==> src/rtl/core/fepa_pkg.sv <==
// Shared types and constants for the flow event pulse accounting block.
package fepa_pkg;

  typedef enum logic [1:0] {
    CFG_CHECK_INTERVAL = 2'd0,
    CFG_MIN_PULSES     = 2'd1,
    CFG_FLOW_TIMEOUT   = 2'd2,
    CFG_MIN_EVENT      = 2'd3
  } cfg_idx_t;

  localparam logic [15:0] CHECK_INTERVAL_RST = 16'd1000;
  localparam logic [15:0] MIN_PULSES_RST     = 16'd2;
  localparam logic [23:0] FLOW_TIMEOUT_RST   = 24'd10000;
  localparam logic [31:0] MIN_EVENT_RST      = 32'd45;

  localparam logic [15:0] SAT16_MAX = 16'hFFFF;
  localparam logic [23:0] SAT24_MAX = 24'hFF_FFFF;

  typedef struct packed {
    logic [15:0] check_interval_ms;
    logic [15:0] min_pulses_per_interval;
    logic [23:0] flow_timeout_ms;
    logic [31:0] min_event_pulses;
  } cfg_t;

  typedef struct packed {
    logic pulse;
    logic ms_tick;
    logic daily_reset;
    logic hour_tick;
    logic clear_accumulated;
  } in_flags_t;

  typedef struct packed {
    logic flow_active;
    logic led_on;
    logic event_closed;
    logic event_counted;
  } res_flags_t;

endpackage

==> src/rtl/core/fepa_core.sv <==
// Accounting state and the per-request update of counters, timers and totals.
module fepa_core #(
  parameter int COUNT_WIDTH = 32,
  parameter int TOTAL_WIDTH = 48
) (
  input  logic                     clk,
  input  logic                     rst_n,
  input  logic                     step_en,
  input  fepa_pkg::in_flags_t      step_flags,
  input  fepa_pkg::cfg_t           cfg,
  output fepa_pkg::res_flags_t     res_flags,
  output logic [COUNT_WIDTH-1:0]   cust_cnt,
  output logic [COUNT_WIDTH-1:0]   tech_cnt,
  output logic [TOTAL_WIDTH-1:0]   accum_total,
  output logic [TOTAL_WIDTH-1:0]   daily_total,
  output logic [TOTAL_WIDTH-1:0]   lifetime_total,
  output logic [15:0]              events_cnt,
  output logic [15:0]              hours_cnt
);

  localparam int SUM_WIDTH = ((COUNT_WIDTH > TOTAL_WIDTH) ? COUNT_WIDTH : TOTAL_WIDTH) + 1;
  localparam int CMP_WIDTH = (COUNT_WIDTH > 32) ? COUNT_WIDTH : 32;

  logic [COUNT_WIDTH-1:0] cust_r, cust_nxt;
  logic [COUNT_WIDTH-1:0] tech_r, tech_nxt;
  logic [COUNT_WIDTH-1:0] last_chk_r, last_chk_nxt;
  logic [COUNT_WIDTH-1:0] start_r, start_nxt;
  logic                   active_r, active_nxt;
  logic                   led_r, led_nxt;
  logic                   closed_r, closed_nxt;
  logic                   counted_r, counted_nxt;
  logic [15:0]            ival_r, ival_nxt;
  logic [23:0]            idle_r, idle_nxt;
  logic [TOTAL_WIDTH-1:0] accum_r, accum_nxt;
  logic [TOTAL_WIDTH-1:0] daily_r, daily_nxt;
  logic [TOTAL_WIDTH-1:0] life_r, life_nxt;
  logic [15:0]            events_r, events_nxt;
  logic [15:0]            hours_r, hours_nxt;

  logic [COUNT_WIDTH-1:0] cust_inc;
  logic [COUNT_WIDTH-1:0] fresh;
  logic [COUNT_WIDTH-1:0] vol;
  logic [15:0]            ival_inc;
  logic [23:0]            idle_inc;
  logic                   check;
  logic                   flow;
  logic                   vol_big;
  logic [TOTAL_WIDTH-1:0] accum_sum;
  logic [TOTAL_WIDTH-1:0] daily_sum;
  logic [TOTAL_WIDTH-1:0] life_sum;

  function automatic logic [TOTAL_WIDTH-1:0] sat_add(
    input logic [TOTAL_WIDTH-1:0] total,
    input logic [COUNT_WIDTH-1:0] amount
  );
    logic [SUM_WIDTH-1:0] sum;
    sum = SUM_WIDTH'(total) + SUM_WIDTH'(amount);
    if (sum[SUM_WIDTH-1:TOTAL_WIDTH] != '0) begin
      sat_add = '1;
    end else begin
      sat_add = sum[TOTAL_WIDTH-1:0];
    end
  endfunction

  // datapath pieces that do not depend on the branch taken
  assign cust_inc  = step_flags.pulse ? cust_r + COUNT_WIDTH'(1) : cust_r;
  assign ival_inc  = (ival_r < fepa_pkg::SAT16_MAX) ? ival_r + 16'd1 : ival_r;
  assign idle_inc  = (idle_r < fepa_pkg::SAT24_MAX) ? idle_r + 24'd1 : idle_r;
  assign check     = step_flags.ms_tick && (ival_inc >= cfg.check_interval_ms);
  assign fresh     = cust_inc - last_chk_r;
  assign flow      = fresh > COUNT_WIDTH'(cfg.min_pulses_per_interval);
  assign vol       = cust_inc - start_r;
  assign vol_big   = CMP_WIDTH'(vol) > CMP_WIDTH'(cfg.min_event_pulses);
  assign accum_sum = sat_add(accum_r, vol);
  assign daily_sum = sat_add(daily_r, vol);
  assign life_sum  = sat_add(life_r, vol);

  always_comb begin
    cust_nxt     = cust_inc;
    tech_nxt     = step_flags.pulse ? tech_r + COUNT_WIDTH'(1) : tech_r;
    last_chk_nxt = last_chk_r;
    start_nxt    = start_r;
    active_nxt   = active_r;
    led_nxt      = led_r | step_flags.pulse;
    closed_nxt   = 1'b0;
    counted_nxt  = 1'b0;
    ival_nxt     = ival_r;
    idle_nxt     = idle_r;
    accum_nxt    = accum_r;
    daily_nxt    = daily_r;
    life_nxt     = life_r;
    events_nxt   = events_r;
    hours_nxt    = hours_r;

    if (step_flags.ms_tick) begin
      ival_nxt = ival_inc;
      idle_nxt = idle_inc;
      if (check) begin
        ival_nxt     = 16'd0;
        last_chk_nxt = cust_inc;
        if (flow) begin
          if (!active_r) begin
            active_nxt = 1'b1;
            // event starts at the count seen by the previous check
            start_nxt  = last_chk_r;
            if (events_r < fepa_pkg::SAT16_MAX) begin
              events_nxt = events_r + 16'd1;
            end
          end
          idle_nxt = 24'd0;
        end else if (active_r && (idle_inc >= cfg.flow_timeout_ms)) begin
          if (vol_big) begin
            accum_nxt   = accum_sum;
            daily_nxt   = daily_sum;
            life_nxt    = life_sum;
            counted_nxt = 1'b1;
          end
          active_nxt = 1'b0;
          closed_nxt = 1'b1;
        end
        if (!active_nxt) begin
          led_nxt = 1'b0;
        end
      end
    end

    if (step_flags.hour_tick && (hours_r < fepa_pkg::SAT16_MAX)) begin
      hours_nxt = hours_r + 16'd1;
    end

    if (step_flags.daily_reset) begin
      daily_nxt    = '0;
      events_nxt   = 16'd0;
      hours_nxt    = 16'd0;
      cust_nxt     = '0;
      last_chk_nxt = '0;
    end

    if (step_flags.clear_accumulated) begin
      accum_nxt = '0;
    end
  end

  always_ff @(posedge clk) begin
    if (!rst_n) begin
      cust_r     <= '0;
      tech_r     <= '0;
      last_chk_r <= '0;
      start_r    <= '0;
      active_r   <= 1'b0;
      led_r      <= 1'b0;
      closed_r   <= 1'b0;
      counted_r  <= 1'b0;
      ival_r     <= 16'd0;
      idle_r     <= 24'd0;
      accum_r    <= '0;
      daily_r    <= '0;
      life_r     <= '0;
      events_r   <= 16'd0;
      hours_r    <= 16'd0;
    end else if (step_en) begin
      cust_r     <= cust_nxt;
      tech_r     <= tech_nxt;
      last_chk_r <= last_chk_nxt;
      start_r    <= start_nxt;
      active_r   <= active_nxt;
      led_r      <= led_nxt;
      closed_r   <= closed_nxt;
      counted_r  <= counted_nxt;
      ival_r     <= ival_nxt;
      idle_r     <= idle_nxt;
      accum_r    <= accum_nxt;
      daily_r    <= daily_nxt;
      life_r     <= life_nxt;
      events_r   <= events_nxt;
      hours_r    <= hours_nxt;
    end
  end

  // state registers double as the result register
  assign res_flags.flow_active   = active_r;
  assign res_flags.led_on        = led_r;
  assign res_flags.event_closed  = closed_r;
  assign res_flags.event_counted = counted_r;
  assign cust_cnt       = cust_r;
  assign tech_cnt       = tech_r;
  assign accum_total    = accum_r;
  assign daily_total    = daily_r;
  assign lifetime_total = life_r;
  assign events_cnt     = events_r;
  assign hours_cnt      = hours_r;

endmodule

==> src/rtl/core/flow_event_pulse_accounting.sv <==
// A request held in the input register reaches out_* as it advances into the
// state/result register. Throughput: one request per cycle while out_ready stays high;
// two stages, the input and state/result registers, let one new request wait while a
// result waits. The whole update is one pass of the accounting logic between them.
// Reset (synchronous, rst_n low): all counters, timers and totals clear to zero,
// configuration returns to its defaults, both stages empty.
module flow_event_pulse_accounting #(
  parameter int COUNT_WIDTH = 32,
  parameter int TOTAL_WIDTH = 48
) (
  input  logic                   clk,
  input  logic                   rst_n,
  input  logic                   in_valid,
  output logic                   in_ready,
  input  logic                   in_pulse,
  input  logic                   in_ms_tick,
  input  logic                   in_daily_reset,
  input  logic                   in_hour_tick,
  input  logic                   in_clear_accumulated,
  output logic                   out_valid,
  input  logic                   out_ready,
  output logic                   out_flow_active,
  output logic                   out_led_on,
  output logic                   out_event_closed,
  output logic                   out_event_counted,
  output logic [COUNT_WIDTH-1:0] out_customer_pulses,
  output logic [COUNT_WIDTH-1:0] out_technical_pulses,
  output logic [TOTAL_WIDTH-1:0] out_accumulated_pulses,
  output logic [TOTAL_WIDTH-1:0] out_daily_pulses,
  output logic [TOTAL_WIDTH-1:0] out_lifetime_pulses,
  output logic [15:0]            out_flow_events_today,
  output logic [15:0]            out_hours_elapsed,
  input  logic                   cfg_valid,
  output logic                   cfg_ready,
  input  logic [1:0]             cfg_index,
  input  logic [31:0]            cfg_data
);

  fepa_pkg::in_flags_t  in_flags_r;
  fepa_pkg::in_flags_t  in_flags_nxt;
  logic                 in_vld_r, in_vld_nxt;
  logic                 out_vld_r, out_vld_nxt;
  logic                 advance;
  fepa_pkg::cfg_t       cfg_r, cfg_nxt;
  fepa_pkg::res_flags_t res_flags;

  assign advance  = in_vld_r && (!out_vld_r || out_ready);
  assign in_ready = !in_vld_r || advance;

  assign in_flags_nxt.pulse             = in_pulse;
  assign in_flags_nxt.ms_tick           = in_ms_tick;
  assign in_flags_nxt.daily_reset       = in_daily_reset;
  assign in_flags_nxt.hour_tick         = in_hour_tick;
  assign in_flags_nxt.clear_accumulated = in_clear_accumulated;

  always_comb begin
    in_vld_nxt  = (in_vld_r && !advance) || (in_valid && in_ready);
    out_vld_nxt = advance || (out_vld_r && !out_ready);
  end

  always_comb begin
    cfg_nxt = cfg_r;
    if (cfg_valid) begin
      case (fepa_pkg::cfg_idx_t'(cfg_index))
        fepa_pkg::CFG_CHECK_INTERVAL: cfg_nxt.check_interval_ms       = cfg_data[15:0];
        fepa_pkg::CFG_MIN_PULSES:     cfg_nxt.min_pulses_per_interval = cfg_data[15:0];
        fepa_pkg::CFG_FLOW_TIMEOUT:   cfg_nxt.flow_timeout_ms         = cfg_data[23:0];
        fepa_pkg::CFG_MIN_EVENT:      cfg_nxt.min_event_pulses        = cfg_data;
        default:                      cfg_nxt = cfg_r;
      endcase
    end
  end

  assign cfg_ready = 1'b1;

  always_ff @(posedge clk) begin
    if (!rst_n) begin
      in_vld_r                      <= 1'b0;
      out_vld_r                     <= 1'b0;
      cfg_r.check_interval_ms       <= fepa_pkg::CHECK_INTERVAL_RST;
      cfg_r.min_pulses_per_interval <= fepa_pkg::MIN_PULSES_RST;
      cfg_r.flow_timeout_ms         <= fepa_pkg::FLOW_TIMEOUT_RST;
      cfg_r.min_event_pulses        <= fepa_pkg::MIN_EVENT_RST;
    end else begin
      in_vld_r  <= in_vld_nxt;
      out_vld_r <= out_vld_nxt;
      cfg_r     <= cfg_nxt;
    end
  end

  always_ff @(posedge clk) begin
    if (in_valid && in_ready) begin
      in_flags_r <= in_flags_nxt;
    end
  end

  fepa_core #(
    .COUNT_WIDTH (COUNT_WIDTH),
    .TOTAL_WIDTH (TOTAL_WIDTH)
  ) u_core (
    .clk            (clk),
    .rst_n          (rst_n),
    .step_en        (advance),
    .step_flags     (in_flags_r),
    .cfg            (cfg_r),
    .res_flags      (res_flags),
    .cust_cnt       (out_customer_pulses),
    .tech_cnt       (out_technical_pulses),
    .accum_total    (out_accumulated_pulses),
    .daily_total    (out_daily_pulses),
    .lifetime_total (out_lifetime_pulses),
    .events_cnt     (out_flow_events_today),
    .hours_cnt      (out_hours_elapsed)
  );

  assign out_valid         = out_vld_r;
  assign out_flow_active   = res_flags.flow_active;
  assign out_led_on        = res_flags.led_on;
  assign out_event_closed  = res_flags.event_closed;
  assign out_event_counted = res_flags.event_counted;

endmodule
==> config.mk <==
export PLATFORM = sky130hd
export DESIGN_NAME = flow_event_pulse_accounting
export DESIGN_NICKNAME = d
export VERILOG_FILES = /design/src/rtl/core/fepa_pkg.sv /design/src/rtl/core/fepa_core.sv /design/src/rtl/core/flow_event_pulse_accounting.sv
export SDC_FILE = /design/constraint.sdc
export NUM_CORES = 1
export LEC_CHECK = 0
export BUFFER_PORTS_ARGS = -buffer_cell sky130_fd_sc_hd__buf_2
export CELL_PAD_IN_SITES_DETAIL_PLACEMENT = 2
export CELL_PAD_IN_SITES_GLOBAL_PLACEMENT = 2
export CORE_MARGIN = 2
export CORE_UTILIZATION = 30
export DETAILED_ROUTE_END_ITERATION = 16
export HOLD_SLACK_MARGIN = 0.08
export PLACE_DENSITY = 0.67
export SLEW_MARGIN = 20
export SYNTH_ARGS = -nofsm -noshare
export SYNTH_HDL_FRONTEND = slang
export SYNTH_SLANG_ARGS = --single-unit
==> constraint.sdc <==
create_clock -name clk -period 9.22 [get_ports clk]
set_input_delay 2.305 -clock clk [delete_from_list [all_inputs] [get_ports clk]]
set_output_delay 2.305 -clock clk [all_outputs]
set_load 0.005 [all_outputs]
# --- Word-level counts from Yosys, hierarchy flattened ---
# Cells that the tools add are included.
totals:
  elab_cells: 144
  ff_bits: 443
  out_inout_bits: 247
  input_bits: 44
classes:
  bitwise: 3
  n_lt_le_gt_ge: 8
  mux: 49
  eq_ne: 6
  add_sub_neg: 11
  reduce_logical: 41
ops:
  columns: ["cell", "n"]
  rows:
  - ["48-bit two-way mux", 15]
  - ["16-bit two-way mux", 10]
  - ["32-bit two-way mux", 5]
  - ["48-bit by 32-bit adder with 49-bit output", 3]
  - ["24-bit two-way mux", 3]
  - ["32-bit by 1-bit adder with 32-bit output, second input constant", 2]
  - ["32-bit subtractor", 2]
  - ["16-bit by 1-bit adder with 16-bit output, second input constant", 3]
  - ["16-bit less-than comparator, second input constant", 3]
  - ["32-bit by 16-bit greater-than comparator with 1-bit output", 1]
  - ["32-bit greater-than comparator", 1]
  - ["24-bit by 1-bit adder with 24-bit output, second input constant", 1]
  - ["24-bit >= comparator", 1]
  - ["24-bit less-than comparator, second input constant", 1]
  - ["6-bit AND reduction", 4]
  - ["2-bit nonzero test", 11]
  - ["16-bit >= comparator", 1]
  - ["1-bit two-way mux", 16]
  - ["2-bit AND reduction", 7]
  - ["1-bit logical AND", 7]
  - ["2-bit != test, second input constant", 3]
  - ["3-bit AND reduction", 2]
  - ["5-bit AND reduction", 1]
  - ["2-bit == test, second input constant", 2]
  - ["other kinds (6)", 13]

# --- Longest topological paths before layout ---
# Gate-level depths: netlist (run 1).
logic_depth:
  word_depth: 11
  depth_mapped: 35

# --- By module ---
# Synthesis (run 1) repeated with hierarchy kept, for this count alone.
hier_totals:
  cells_unflattened: 3741
  area_unflattened_um2: 29427.0
by_module_without_submodules:
  columns: ["module", "seq_area_each_um2", "instances", "cells_per_inst", "area_each_um2"]
  rows:
  - ["fepa_core", 6966.7, 1, 3383, 25812.3]
  - ["flow_event_pulse_accounting", 1951.9, 1, 358, 3614.7]

# --- Worst setup path before layout (run 1) ---
# No wires, ideal clock.
synth_path:
  path_type: "register to register"
  startpoint: "register u_core.cust_r[2], in the netlist u_core.cust_cnt[2]"
  endpoint: "register u_core.accum_r[45], in the netlist u_core.accum_total[45]"
  required_time_ns: 9.106
  n_path_buf: 2
  path_stages_with_launch: 34
  setup_time_ns: 0.114
  setup_slack_ns: 2.804
  arrival_time_ns: 6.302
  path_cell_list: "dfxtp_1 -> and4_4 -> and3_1 -> and3_1 -> and3_1 -> nand3_1 -> nor2_1 -> nand2_1 -> xnor2_1 -> ha_1 -> a21oi_1 -> nor2b_1 -> o21ai_0 -> nand2b_1 -> a21o_1 -> a21oi_1 -> nand2_1 -> o21ai_0 -> o21a_1 -> a21boi_0 -> ha_1 -> a21o_1 -> a21o_1 -> a21oi_1 -> nor2b_1 -> nor3_1 -> o2bb2ai_1 -> a41o_1 -> and2_1 -> clkbuf_1 -> nand3_1 -> clkbuf_1 -> o21ai_0 -> a21o_1"
synth_between:
  elab_chain_cells: 11
  elab_cells_between_ends: 17
  classes_between: "add/sub (4); order compare (2); eq/ne (1); mux (8); reduce/logical (2)"
synth_lines:
  columns: ["element", "line_no", "source"]
  rows:
  - ["start, declared", "fepa_core.sv:24", "logic [COUNT_WIDTH-1:0] cust_r, cust_nxt;"]
  - ["start signal, assigned", "fepa_core.sv:162", "cust_r <= cust_nxt;"]
  - ["32-bit by 1-bit adder with 32-bit output", "fepa_core.sv:66", "assign cust_inc = step_flags.pulse ? cust_r + COUNT_WIDTH'(1) : cust_r;"]
  - ["32-bit two-way mux *", "fepa_core.sv:66", null]
  - ["32-bit subtractor", "fepa_core.sv:72", "assign vol = cust_inc - start_r;"]
  - ["48-bit by 32-bit adder with 49-bit output", "fepa_core.sv:57", "sum = SUM_WIDTH'(total) + SUM_WIDTH'(amount);"]
  - ["48-bit two-way mux", "fepa_core.sv:58", "if (sum[SUM_WIDTH-1:TOTAL_WIDTH] != '0) begin"]
  - ["48-bit two-way mux", "fepa_core.sv:112", "if (vol_big) begin"]
  - ["48-bit two-way mux", "fepa_core.sv:111", "end else if (active_r && (idle_inc >= cfg.flow_timeout_ms)) begin"]
  - ["48-bit two-way mux", "fepa_core.sv:101", "if (flow) begin"]
  - ["48-bit two-way mux", "fepa_core.sv:98", "if (check) begin"]
  - ["48-bit two-way mux", "fepa_core.sv:95", "if (step_flags.ms_tick) begin"]
  - ["48-bit two-way mux", "fepa_core.sv:139", "if (step_flags.clear_accumulated) begin"]
  - ["end signal, assigned", "fepa_core.sv:172", "accum_r <= accum_nxt;"]
  - ["end, declared", "fepa_core.sv:34", "logic [TOTAL_WIDTH-1:0] accum_r, accum_nxt;"]
# Mark *: on every way between the ends. The rest lies on a longest branch, timed or not. The select of a mux whose other input is x is not followed.
# A chain may end at the register's enable or synchronous reset.

# --- Final worst setup path (run 1) ---
layout_path:
  startpoint: "register u_core.cust_r[3], in the netlist u_core.cust_cnt[3]"
  endpoint: "register u_core.accum_r[4], in the netlist u_core.accum_total[4]"
# The elaborated chain is that of the path after synthesis.

==> metrics.md, run 1 <==
| Metric | Value |
|---|---|
| Status | completed |
| Fin nets | 4257 |
| Critical Path Sink Type | flop |
| Clk buf depth | 3 |
| Static Leak | 15.2 nW |
| Fill count | 11100 |
| Mean Syn Cell Area | 7.83 um^2 |
| Routed via count | 28700 |
| Synth warnings | 0 |
| Remaining design rule violation count | 0 |
| Post-synth ARST share | 0% |
| Most common cell in the synthesized netlist | nand2_1 |
| Setup violations, final | 0 |
| Synth Flop Type | dfxtp_1 |
| Worst slew margin | 18.9% |
| Final Skew | 0.0173 ns |
| R2R depth | 33 |
| Routed WL | 121000 um |
| Synth Net Count | 4001 |
| TritonCTS Buffers | 58 |
| Hold Path Class | flop to flop |
| Hold Path Stages | 2 |
| Via/cell ratio | 5.45 |
| Hpwl dp | 91000 um |
| Die span in x | 315 um |
| CP Launch Type | flop |
| Global-route usage over all layers | 23.8% |
| Worst EP required | 9.73 ns |
| First-pass GRT wire length | 183000 um |
| Area delta synth->final | 17.1% |
| Initial antenna violation count | 4 |
| Arrival @ worst endpoint | 8.85 ns |
| Critical Path Source | u_core.cust_cnt[3]$_SDFFE_PN0P_ |
| Clk sinks | 443 |
| Worst skew pair latency | 0.67 ns |
| Placeable Area | 0.0953 mm^2 |
| XOR/XNOR Fraction of Synth Area | 7.22% |
| CTS Hold Bufs | 0 |
| Post-synth top area cell | dfxtp_1 |
| Pwr Density | 136 mW/mm^2 |
| Unrepaired setup endpoints after global routing | false |
| Adder-cell share of the synthesized area | 11.4% |
| Cell variety after synth | 89 |
| Initial core utilization | 30.4% |
| Post-synth EDFFs | 5 |
| Cell Area, Synth | 0.0289 mm^2 |
| CP delay by family, top | compound AO/OA/AOI/OAI gates |
| Endpoints failing hold | 0 |
| Port bufs | 289 |
| CTS tree | done |
| Final worst-path cycle share | 90.5% |
| Largest net degree at the start of global routing | 77 |
| Sum Neg Setup Slack | 0 ns |
| CP Depth | 33 |
| Sequential area share after synthesis | 30.8% |
| Io pins | 291 |
| FMAX | 120 MHz |
| WL per Instance | 23.0 um |
| Mux cell area share after synthesis | 1.54% |
| Max-slew violation count | 0 |
| Synth top area share | 30.3% |
| Placed cell count | 5157 |
| Root buf cell | clkbuf_16 |
| Worst path max stage delay | 0.71 ns |
| Number of global-route vias before repair | 29600 |
| Main combinational cell family by area after synthesis | compound AO/OA/AOI/OAI gates |
| Simple-Gate Fraction of Synth Area | 21.3% |
| Die H | 315 um |
| Slowest-stage cell, CP | a21boi_1 |
| Main area contributors after synthesis | dfxtp_1 (30%), ha_1 (11%), nand2_1 (5.8%), a21oi_1 (5.3%), nor2_1 (5.0%) |
| Post-route ant nets | 0 |
| Post-Layout Cell Count | 5264 |
| Drt first-iter violations | 1367 |
| Share of cells above drive strength 1 | 12.6% |
| Commonest cells post-synth | nand2_1 (446), dfxtp_1 (438), nor2_1 (383), a21oi_1 (308), ha_1 (256) |
| Pre-antenna DRT Iters | 5 |
| Setup CP Type | flop to flop |
| H-tree levels | 2 |
| Clock transition at path regs | 0.06 ns |
| Max VDD drop | 140 uV |
| Num rows | 113 |
| Routability cong. | 0.870 |
| Final Critical Period | 8.34 ns |
| Cell count after synthesis | 3696 |
| Worst-margin pin slew | 1.21 ns |
| Gates resized, CTS repair | 0 |
| Reg-to-reg startpoint | u_core.cust_cnt[3]$_SDFFE_PN0P_ |
| Ant diodes | 0 |
| Synth Area in Compound Gates | 22.8% |
| Die ar. | 0.0990 mm^2 |
| Buf+Inv Stages, Crit Path | 1 |
| Grt ovf | 0 |
| Flops & latches, synth | 443 |
| Crit-path max FO | 28 |
| Number of max-cap violations | 0 |
| Setup repair bufs after CTS | 0 |
| Hold path start | cfg_r[35]$_SDFFE_PN0P_ |
## layer usage
| layer | wire [um] | part of all wire [%] | GRT usage [%] | vias up |
|---|---|---|---|---|
| li1 | - | - | - | 13600 |
| met5 | 0 | 0 | 0 | - |
| met2 | 55500 | 46 | 39.2 | 451 |
| met3 | 4610 | 3.8 | 3.21 | 132 |
| met1 | 57400 | 47 | 32.4 | 14500 |
| met4 | 3360 | 2.8 | 6.81 | 0 |
## layout make-up
| cell class | instances | area [um^2] | area share (%) |
|---|---|---|---|
| tap | 1265 | 1580 | 4.67 |
| timing repair buffer | 356 | 1950 | 5.75 |
| inverter | 203 | 769 | 2.27 |
| sequential | 443 | 8920 | 26.3 |
| multi-input combinational | 2890 | 18700 | 55.1 |
| clock buffer | 84 | 1700 | 5.02 |
| clock inverter | 23 | 295 | 0.871 |
## worst reg2reg max path: cells and delay by family (launching register included)
kind | cells | cell delay (ns)
compound gates | 14 | 3.28
simple gates | 15 | 2.84
fa+ha+maj | 2 | 0.81
flops | 1 | 0.45
buf+inv | 1 | 0.43
xor+xnor | 1 | 0.37
## final timing paths
kind	slack (ns)	endpoint
setup / recovery	0.88	u_core.accum_total[4]$_SDFFE_PN0P_
hold / removal	0.46	cfg_r[35]$_SDFFE_PN0P_
setup reg to reg	0.88	u_core.accum_total[4]$_SDFFE_PN0P_
hold reg to reg	0.46	cfg_r[35]$_SDFFE_PN0P_
## flip-flops by register name, indices dropped and copies added (netlist names), 5 cells and up
signal                 flops
cfg_r                     88
u_core.ival_r             16
u_core.idle_r             24
in_flags_r                 5
u_core.events_cnt         16
u_core.daily_total        48
u_core.accum_total        48
u_core.lifetime_total     48
u_core.last_chk_r         32
u_core.cust_cnt           32
u_core.hours_cnt          16
u_core.tech_cnt           32
u_core.start_r            32
## through the flow
stage	hold slack (ns)	utilization [%]	power, mW	worst slack, ns	instance area, um^2
final	0.456	35.6	4.62	0.880	33900
after global routing	0.472	35.6	4.79	0.268	33900
after CTS	0.458	35.6	4.69	0.914	33900
after detailed placement	0.450	33.5	2.24	0.948	31900
after global placement	0.443	33.5	2.23	0.958	31900
after floorplan	0.436	-	2.12	2.80	28900
## cell families after synthesis
family	count (synthesis)
AO/OA/AOI/OAI	1027
XOR/XNOR	237
adder cells (fa/ha/maj)	261
buffers and inverters	363
flip-flops	443
multiplexers	44
other	1
AND/OR/NAND/NOR	1320
## where the power goes
part	leakage [nW]	internal (mW)	switching [mW]	total (mW)
Clock	0.980	1.44	0.980	2.42
Sequential	3.58	1.94	0.0101	1.95
Combinational	10.7	0.0664	0.181	0.248
## cells in the final DEF, fill, tap and decap left out, drive strengths merged, types with 32 or more instances in the layout
| master | Yosys | final |
|---|---|---|
| nand4 | 52 | 52 |
| o21ai | 202 | 202 |
| a21oi | 308 | 308 |
| inv | 203 | 203 |
| nor2 | 383 | 383 |
| ha | 256 | 256 |
| nand3 | 133 | 133 |
| buf | 35 | 356 |
| xor2 | 113 | 113 |
| dfxtp | 438 | 438 |
| mux2i | 40 | 40 |
| o21a | 34 | 34 |
| xnor2 | 123 | 123 |
| and2 | 32 | 32 |
| a21o | 129 | 129 |
| clkbuf | 125 | 84 |
| nor3 | 52 | 52 |
| and3 | 63 | 63 |
| nand2 | 446 | 446 |
| a22oi | 106 | 106 |
No activity file was read; power rests on OpenSTA's default activity.
==> inputs of run 2 (changes only) <==
--- a/config.mk
+++ b/config.mk
@@ -9,10 +9,10 @@
 export CELL_PAD_IN_SITES_DETAIL_PLACEMENT = 2
 export CELL_PAD_IN_SITES_GLOBAL_PLACEMENT = 2
 export CORE_MARGIN = 2
-export CORE_UTILIZATION = 30
+export CORE_UTILIZATION = 36
 export DETAILED_ROUTE_END_ITERATION = 16
 export HOLD_SLACK_MARGIN = 0.08
-export PLACE_DENSITY = 0.67
+export PLACE_DENSITY = 0.79
 export SLEW_MARGIN = 20
 export SYNTH_ARGS = -nofsm -noshare
 export SYNTH_HDL_FRONTEND = slang
==> metrics.md, run 2 (synthesis gave the netlist of run 1 again) <==
| Metric | Value |
|---|---|
| Status | completed |
| Worst EP required | 9.70 ns |
| Routed via count | 28900 |
| Initial core utilization | 36.5% |
| Routability cong. | 0.900 |
| Clk sinks | 443 |
| Remaining design rule violation count | 0 |
| Area delta synth->final | 15.3% |
| Setup CP Type | flop to flop |
| Ant diodes | 0 |
| TritonCTS Buffers | 55 |
| Commonest non-fill, non-tap cell in the layout | nand2_1 |
| Crit-path max FO | 28 |
| Die H | 288 um |
| WL per Instance | 23.6 um |
| CP Depth | 31 |
| Max-slew violation count | 0 |
| Max reg flops | 88 |
| Initial antenna violation count | 3 |
| Critical Path Sink Type | flop |
| CTS Hold Bufs | 0 |
| Fill count | 9163 |
| Internal | 3.30 mW |
| Pre-antenna DRT Iters | 5 |
| Final Critical Period | 8.44 ns |
| Final worst-path cycle share | 91.5% |
| Num rows | 103 |
| Via/cell ratio | 5.75 |
| Clock transition at path regs | 0.06 ns |
| Grt ovf | 0 |
| Setup violations, final | 0 |
| Fin nets | 4242 |
| Power share of the sequential group | 44.0% |
| CTS tree | done |
| Share of cells above drive strength 1 | 12.2% |
| Psw | 1.13 mW |
| Largest Register | cfg_r |
| Area after DPL | 0.0315 mm^2 |
| Die ar. | 0.0827 mm^2 |
| Max VDD drop | 139 uV |
| Drt first-iter violations | 1404 |
| Sum Neg Setup Slack | 0 ns |
| H-tree levels | 2 |
| Post-route ant nets | 0 |
| FMAX | 118 MHz |
| Endpoints failing hold | 0 |
| Most frequent cells in the layout | nand2_1 (446), dfxtp_1 (438), nor2_1 (376) |
| Worst path max stage delay | 0.92 ns |
| R2R depth | 31 |
| Routed WL | 119000 um |
| Hpwl dp | 89200 um |
| Buf+Inv Stages, Crit Path | 1 |
| Gates resized, CTS repair | 0 |
| Number of max-cap violations | 0 |
| CP delay by family, top | compound AO/OA/AOI/OAI gates |
| Static Leak | 15.1 nW |
| Clk buf depth | 3 |
| Power share of the clock group | 50.5% |
| First-pass GRT wire length | 183000 um |
| Setup repair bufs after CTS | 0 |
| Largest net degree at the start of global routing | 119 |
| Worst slew margin | 14.3% |
| Post-Layout Cell Count | 5027 |
| Root buf cell | clkbuf_16 |
| Die span in x | 288 um |
| Port bufs | 289 |
| Arrival @ worst endpoint | 8.92 ns |
| CP Launch Type | flop |
| Global-route usage over all layers | 28.0% |
| Cell area after layout | 0.0334 mm^2 |
| Worst-margin pin slew | 1.28 ns |
| Part of the power in combinational logic | 5.5% |
| Slowest-stage cell, CP | xnor2_1 |
| Worst skew pair latency | 0.64 ns |
| Final Skew | 0.0269 ns |
| Placeable Area | 0.0793 mm^2 |
| Number of global-route vias before repair | 30200 |
| Io pins | 291 |
| Pwr Density | 133 mW/mm^2 |
| Hold Path Stages | 2 |
| Switching part of the total power | 25.5% |
| Unrepaired setup endpoints after global routing | false |
| Hold Path Class | flop to flop |
| Placed cell count | 4930 |
==> run 2: cell types whose count changed in the layout (fill, tap and decap cells not counted), sizes merged <==
cell	delta
bufinv	-2
clkinv	-2
clkinvlp	-2
clkbuf	-6
buf	-12
inv	+2
==> run 2: path summary, 6_finish.rpt <==
kind	slack, ns	startpoint	end
max	0.78	in_flags_r[4]$_DFFE_PP_	u_core.daily_total[38]$_SDFFE_PN0P_
min	0.45	cfg_r[47]$_SDFFE_PN0P_	cfg_r[47]$_SDFFE_PN0P_
max reg2reg	0.78	in_flags_r[4]$_DFFE_PP_	u_core.daily_total[38]$_SDFFE_PN0P_
min reg2reg	0.45	cfg_r[47]$_SDFFE_PN0P_	cfg_r[47]$_SDFFE_PN0P_
==> run 2: cell type report <==
type | instances | area (um^2) | area share, %
Inverter | 203 | 769 | 2.31
Clock inverter | 19 | 241 | 0.724
Clock buffer | 78 | 1570 | 4.71
Tap cell | 1050 | 1310 | 3.94
Multi-Input combinational cell | 2890 | 18700 | 56.0
Sequential cell | 443 | 8920 | 26.7
Timing Repair Buffer | 344 | 1860 | 5.57
==> run 2: power groups by stage <==
stage | logic [mW] | clock network [mW] | registers, mW
floorplan | 0.138 | 0 | 1.98
global placement | 0.234 | 0 | 1.99
detailed placement | 0.241 | 0 | 1.99
CTS | 0.244 | 2.28 | 1.95
global route | 0.266 | 2.35 | 1.95
finish | 0.243 | 2.24 | 1.95
==> run 2: worst min-delay path: cells and delay by family, from the launching register on <==
family | cells | cell delay, ns
AO/OA/AOI/OAI | 1 | 0.05
flip-flops | 1 | 0.30
AND/OR/NAND/NOR | 1 | 0.05
==> run 2: stage by stage <==
stage / hold WS, ns / util (%) / setup slack (ns) / total power, mW
floorplan: 0.436 / - / 2.80 / 2.12
global placement: 0.443 / 39.8 / 1.29 / 2.22
detailed placement: 0.450 / 39.8 / 0.928 / 2.23
CTS: 0.458 / 42.1 / 0.834 / 4.47
global route: 0.479 / 42.1 / 0.187 / 4.57
finish: 0.454 / 42.1 / 0.781 / 4.42
==> run 2: routing by layer <==
layer  vias to the layer above  share of wire, %  track usage, %  wire (um)
met5                         -                 0               0          0
met4                         0               3.2            8.66       3830
met3                       164               4.4            3.96       5190
met2                       534                47            46.8      55300
met1                     14600                46            37.1      54300
li1                      13600                 -               -          -
